==> config.mk <==
export PLATFORM = sky130hd
export DESIGN_NAME = pipt_div
export DESIGN_NICKNAME = d
export VERILOG_FILES = /design/src/design/pipt_pkg.sv /design/src/design/pipt_div.sv
export SDC_FILE = /design/constraint.sdc
export NUM_CORES = 1
export LEC_CHECK = 0
export BUFFER_PORTS_ARGS = -buffer_cell sky130_fd_sc_hd__buf_2
export CAP_MARGIN = 20
export CORE_ASPECT_RATIO = 0.7
export CORE_MARGIN = 1.5
export CORE_UTILIZATION = 30
export CTS_CLUSTER_DIAMETER = 60
export DETAILED_ROUTE_END_ITERATION = 7
export SLEW_MARGIN = 20
export SYNTH_ARGS = -nofsm -noshare
export SYNTH_HDL_FRONTEND = slang
export SYNTH_SLANG_ARGS = --single-unit
==> constraint.sdc <==
create_clock -name clk -period 2.84 [get_ports clk]
set_clock_uncertainty 0.15 [all_clocks]
set_input_delay 0.568 -clock clk [delete_from_list [all_inputs] [get_ports clk]]
set_output_delay 0.568 -clock clk [all_outputs]
set_load 0.01 [all_outputs]
==> src/design/pipt_pkg.sv <==
package pipt_pkg;

  localparam int MAX_VERTICES = 256;
  localparam int ADDR_W = $clog2(MAX_VERTICES);
  localparam int COUNT_W = $clog2(MAX_VERTICES + 1);

  localparam int COORD_W = 16;
  localparam int SH_W = COORD_W + 1;
  localparam int DIF_W = COORD_W + 2;
  localparam int PROD_W = 2 * DIF_W;
  localparam int QUO_W = DIF_W;
  localparam int STEP_W = $clog2(QUO_W);

  typedef enum logic [1:0] {
    OP_APPEND = 2'd0,
    OP_CLEAR  = 2'd1,
    OP_TEST   = 2'd2
  } op_t;

  typedef struct packed {
    logic done;
    logic busy;
  } div_stat_t;

endpackage

==> src/design/pipt_div.sv <==
module pipt_div (
  input  logic                                  clk,
  input  logic                                  rst,
  input  logic                                  start,
  input  logic signed [pipt_pkg::PROD_W-1:0]    num,
  input  logic signed [pipt_pkg::DIF_W-1:0]     den,
  output pipt_pkg::div_stat_t                   stat,
  output logic signed [pipt_pkg::QUO_W:0]       quo
);

  logic                          busy;
  logic                          done;
  logic [pipt_pkg::STEP_W-1:0]   step;
  logic                          neg;
  logic [pipt_pkg::DIF_W-1:0]    den_mag;
  logic [pipt_pkg::DIF_W-1:0]    rem;
  logic [pipt_pkg::QUO_W-1:0]    qacc;
  logic [pipt_pkg::PROD_W-1:0]   num_mag;
  logic [pipt_pkg::DIF_W:0]      trial;
  logic                          take;

  assign num_mag = num[pipt_pkg::PROD_W-1] ? pipt_pkg::PROD_W'(-num) : pipt_pkg::PROD_W'(num);
  assign trial = {rem, qacc[pipt_pkg::QUO_W-1]};
  assign take = trial >= {1'b0, den_mag};

  // The quotient is known to stay below the divisor width, so the upper half of the
  // dividend already sits below the divisor and only the lower bits need steps.
  always_ff @(posedge clk) begin
    if (rst) begin
      busy <= 1'b0;
      done <= 1'b0;
      step <= '0;
    end else begin
      done <= 1'b0;
      if (start) begin
        busy <= 1'b1;
        step <= '0;
      end else if (busy) begin
        if (step == pipt_pkg::STEP_W'(pipt_pkg::QUO_W - 1)) begin
          busy <= 1'b0;
          done <= 1'b1;
        end
        step <= step + 1'b1;
      end
    end
  end

  always_ff @(posedge clk) begin
    if (start) begin
      neg <= num[pipt_pkg::PROD_W-1] ^ den[pipt_pkg::DIF_W-1];
      den_mag <= den[pipt_pkg::DIF_W-1] ? pipt_pkg::DIF_W'(-den) : pipt_pkg::DIF_W'(den);
      rem <= num_mag[pipt_pkg::PROD_W-1:pipt_pkg::QUO_W];
      qacc <= num_mag[pipt_pkg::QUO_W-1:0];
    end else if (busy) begin
      rem <= take ? pipt_pkg::DIF_W'(trial - {1'b0, den_mag}) : trial[pipt_pkg::DIF_W-1:0];
      qacc <= {qacc[pipt_pkg::QUO_W-2:0], take};
    end
  end

  assign quo = neg ? -$signed({1'b0, qacc}) : $signed({1'b0, qacc});
  assign stat.done = done;
  assign stat.busy = busy;

endmodule

Word level (Yosys, flattened, before mapping)
Index checks and enable logic that the tools add are counted.
- bits in writable memories: 0
- register bits after elaboration: 62
- ROM bits: 0
- logic and storage cells: 32
- memories kept: 0
- latch bits: 0
- muxes and demuxes: 12
- equal/unequal tests: 1
- $add $sub $neg: 5
- magnitude comparators: 1
- $mul: 0
- bitwise logic cells: 2
- reduce and logical (&&, ||, !) cells: 3
- divide/modulo/power cells: 0
- shifts and indexed selects: 0
- operators by type and width (operator ; count):
    $mux 18 ; 5
    $mux 36 ; 1
    $neg 36->36 ; 1
    $ge 19x18->1 ; 1
    $mux 19 ; 1
    $neg 18->19 ; 1
    $neg 18->18 ; 1
    $sub 18x18->18 ; 1
    $mux 17 ; 1
    $add 5x1->5 const B ; 1
    $eq 5x5->1 const B ; 1
    $mux 1 ; 4
    $reduce_or 3->1 ; 1
    $reduce_bool 2->1 ; 1
    $reduce_or 2->1 ; 1
    $not 1->1 ; 1
    $xor 1x1->1 ; 1

Depth between registers and ports, before layout
- depth in word-level cells: 4
- gate-level depth with buffers: 10
- depth with buffers taken out: 10

Worst setup path before layout
OpenSTA, ideal clock, no wires.
- path type: flip-flop to output port
- start: register qacc[0] (netlist name)
- end: output port quo[16] (netlist name)
- cell stages (with the launch flop): 9
- path buffers: 0
- data required time: 2.122 ns
- data arrival time: 2.098 ns
- path slack: 0.024 ns
- cells stage by stage: edfxtp_1 > inv_1 > ha_1 > nand2_1 > or3_4 > or4_4 > or2_4 > o41ai_4 > xnor2_1
- word-level cells in the longest chain between the ends: 2
- ends and longest elaborated chain (item ; RTL line ; text):
    start: declaration ; pipt_div.sv:17 ; logic [pipt_pkg::QUO_W-1:0] qacc;
    start signal: assignment ; pipt_div.sv:53 ; qacc <= num_mag[pipt_pkg::QUO_W-1:0];
    start signal: assignment ; pipt_div.sv:56 ; qacc <= {qacc[pipt_pkg::QUO_W-2:0], take};
    $neg 18->19 ; pipt_div.sv:60 ; assign quo = neg ? -$signed({1'b0, qacc}) : $signed({1'b0, qacc});
    $mux 19 ; pipt_div.sv:60 ;
    end: declaration ; pipt_div.sv:8 ; output logic signed [pipt_pkg::QUO_W:0] quo
No other way between the ends.

Worst setup path after layout
- start: register qacc[0] (netlist name)
- end: output port quo[18] (netlist name)
Same word-level chain as after synthesis.

==> results_dict.tcl <==
set metrics [dict create \
    clock_latency_ps 340 \
    place_congestion 0.817 \
    seq_area_frac_synth 0.364 \
    async_reset_ff_frac 0 \
    worstSetupPathType "reg -> out" \
    worstPathArrival_ps 2610 \
    ys.flop_type "edfxtp_1" \
    grt_pass1_vias 4221 \
    start_util 0.312 \
    rows 38 \
    yosysWarningCount 0 \
    netlist_top_cells_count "edfxtp_1 (55), nand2_1 (49), xnor2_1 (43), a21oi_1 (41), xor2_1 (40)" \
    root_buffer "clkbuf_16" \
    fp.dieW_um 156 \
    netlist_top_cells_area "edfxtp_1 (34%), xnor2_1 (7.7%), xor2_1 (7.1%)" \
    clkTransAtPathRegs_ps 50 \
    slowest_delay_ps 440 \
    synth.most_common_cell "edfxtp_1" \
    dp_hpwl_um 10300 \
    cp_data_required_time_ps 2120 \
    cap_violations 0 \
    grt_start_max_net_pins 37 \
    hp-class "in -> reg" \
    swShare 0.377 \
    hold_violations 0 \
    pwr-share-seq 0.269 \
    clkPwrFrac 0.232 \
    cp-end-kind "output pin" \
    coreArea_um2 15700 \
    dpl_worst_slack_ps -177 \
    crit_family "simple AND/OR/NAND/NOR gates" \
    cp_max_fo 3 \
    rsz0062_at_grt "true" \
    slew_headroom 0.581 \
    min_period_ps 3320 \
    startpoint_type "flip-flop" \
    setup_viol 12 \
    worst_slack_ps -485 \
    grt.total_usage 0.160 \
    path_cells "inv_2 -> ha_4 -> nand2_2 -> or3_4 -> or4_4 -> or2_4 -> buf_4 -> o31a_2 -> buf_6" \
    syn2layout_area_growth_pct 31.1 \
    die_area_um2 17200 \
    cts_made_buffers 9 \
    drc_errors 0 \
    clock.fmax_ghz 0.301 \
    worstMarginPinSlew_ps 623 \
    outcome "finished with violations" \
    first_pass_iters 4 \
    synth_cell_types 51 \
    grt_overflow 0 \
    cts_tree "yes" \
    cp_slowest_cell "or4_4" \
    violations "setup timing" \
    drt_iter0_drc 281 \
    via_count 4455 \
    internal-power_mw 3.27 \
    syn_nets 615 \
    ir_drop_uv 421 \
    cts_buffer_depth 2 \
    wire_per_inst_um 15.8 \
    clock-sinks 62 \
    syn_area_per_cell_um2 9.21 \
    nets 738 \
    via_per_inst 5.05 \
    leakagePower_nw 2.59 \
    period_share 1.17 \
    ys_ff_latch 62 \
    yosysTopAreaCell "edfxtp_1" \
    crit_buf_inv 3 \
    drive_gt1_frac 0.295 \
    grt_pass1_wl_um 21300 \
    instances_no_fill 882 \
    netlist_area_um2 4920 \
    synth-edff-count 55 \
    wl_um 13900 \
    diodes 0 \
    dp.cells 846 \
    p_switching_mw 1.98 \
    drv_slew 0 \
    io_pins 78 \
    port_buffers 77 \
    power_frac_comb 0.499 \
    synth_top_area_frac 0.336 \
    fp.dieH_um 110 \
    final.setup.tns_ps -3690 \
    power_density_nw_per_um2 813 \
    synthCells 534 \
    antenna_found_initial 1 \
    htreeDepth 3 \
    drtAntennaViolNets 0 \
]
cell families (layout without fill, tap and decap cells):
family                     count (synthesis)  in the layout  share of synthesized area
xor gates and xnor gates                  83             83                      0.148
buffers and inverters                     53            181                     0.0471
adders and majority gates                 24             24                     0.0626
DFF                                       62             62                      0.364
muxes                                     24             24                     0.0489
and+or+nand+nor                          163            163                      0.169
AOI/OAI and AO/OA                        125            125                      0.160
cell usage in the layout, fill, tap and decap left out, types with 3 or more instances in the layout:
master / netlist / routed
a21oi_1: 41 / 38
a221oi_1: 3 / 3
and3_1: 3 / 3
buf_2: 2 / 76
buf_4: 4 / 53
buf_6: 2 / 3
clkbuf_16: 0 / 11
dfxtp_1: 7 / 7
edfxtp_1: 55 / 55
ha_1: 23 / 17
ha_4: 0 / 4
inv_1: 30 / 28
mux2i_1: 24 / 24
nand2_1: 49 / 45
nand2_2: 0 / 4
nand2b_1: 11 / 11
nand3_1: 6 / 5
nand4_1: 9 / 9
nor2_1: 38 / 38
nor3_1: 11 / 11
nor4_1: 5 / 5
o211ai_1: 3 / 3
o21ai_0: 37 / 31
o21ai_2: 0 / 5
o31ai_1: 20 / 19
o41ai_1: 6 / 5
or2_2: 3 / 3
or3_1: 7 / 7
or3_4: 4 / 4
xnor2_1: 43 / 43
xor2_1: 40 / 40
stage by stage:
| stage | power, mW | hold WS (ps) | area (um2) | util |
|---|---|---|---|---|
| detailed placement | 3.62 | 376 | 5760 | 0.366 |
| CTS | 4.92 | 244 | 6230 | 0.396 |
| finish | 5.24 | 253 | 6450 | 0.410 |
| global route | 5.55 | 253 | 6450 | 0.410 |
| floorplan | 2.88 | 329 | 4920 | - |
| global placement | 3.57 | 346 | 5760 | 0.366 |
layer usage:
layer  share of wire  global-route usage  vias to the layer above
met5         0.00072                   0                        -
met4           0.011              0.0449                        2
met3           0.053              0.0430                       17
met2            0.46               0.256                      111
met1            0.48               0.214                     2140
li1                -                   -                     2185
power groups by stage:
stage	clock network [mW]	registers (mW)	logic, mW
after floorplan	0	1.35	1.53
after global placement	0	1.40	2.17
after detailed placement	0	1.41	2.21
after CTS	1.24	1.40	2.28
after global routing	1.26	1.43	2.86
final	1.22	1.41	2.62
sequential cells by signal, indices dropped and copies added, names as in the netlist:
name and cells:
den_mag 18, qacc 18, rem 18, step 5, busy 1, done 1
neg 1
worst reg2reg max path, cell delays in order (launching register included):
cell,delay [ps]
edfxtp_1,460
ha_4,330
and4_4,230
nand4_1,140
or4_4,460
nand3_2,120
a31oi_4,40
buf_4,170
buf_12,140
a311oi_2,230
o31ai_1,100
worst paths after layout:
kind / startpoint / to / slack (ps) / cells after the start
max reg2reg: rem[11] / rem[15] / 40 / 10
min reg2reg: step[1] / step[1] / 380 / 2
max: qacc[0] / quo[18] / -480 / 9
min: rst / busy / 250 / 2
repair_timing:
| item | CTS | global route |
|---|---|---|
| gates cloned | 0 | 2 |
| hold buffers | 0 | 0 |
| pin swaps | 8 | 13 |
| gates resized for setup | 20 | 26 |
| setup buffers | 10 | 8 |
| endpoints found under the setup margin | 10 | 29 |
area by class of cell:
| class | count | area (um2) |
|---|---|---|
| Clock buffer | 9 | 225 |
| Clock inverter | 7 | 97.6 |
| Fill cell | 1547 | 9290 |
| Inverter | 30 | 113 |
| Multi-Input combinational cell | 419 | 3060 |
| Sequential cell | 62 | 1790 |
| Tap cell | 220 | 275 |
| Timing Repair Buffer | 135 | 882 |
Power figures use the tool's default switching activity.
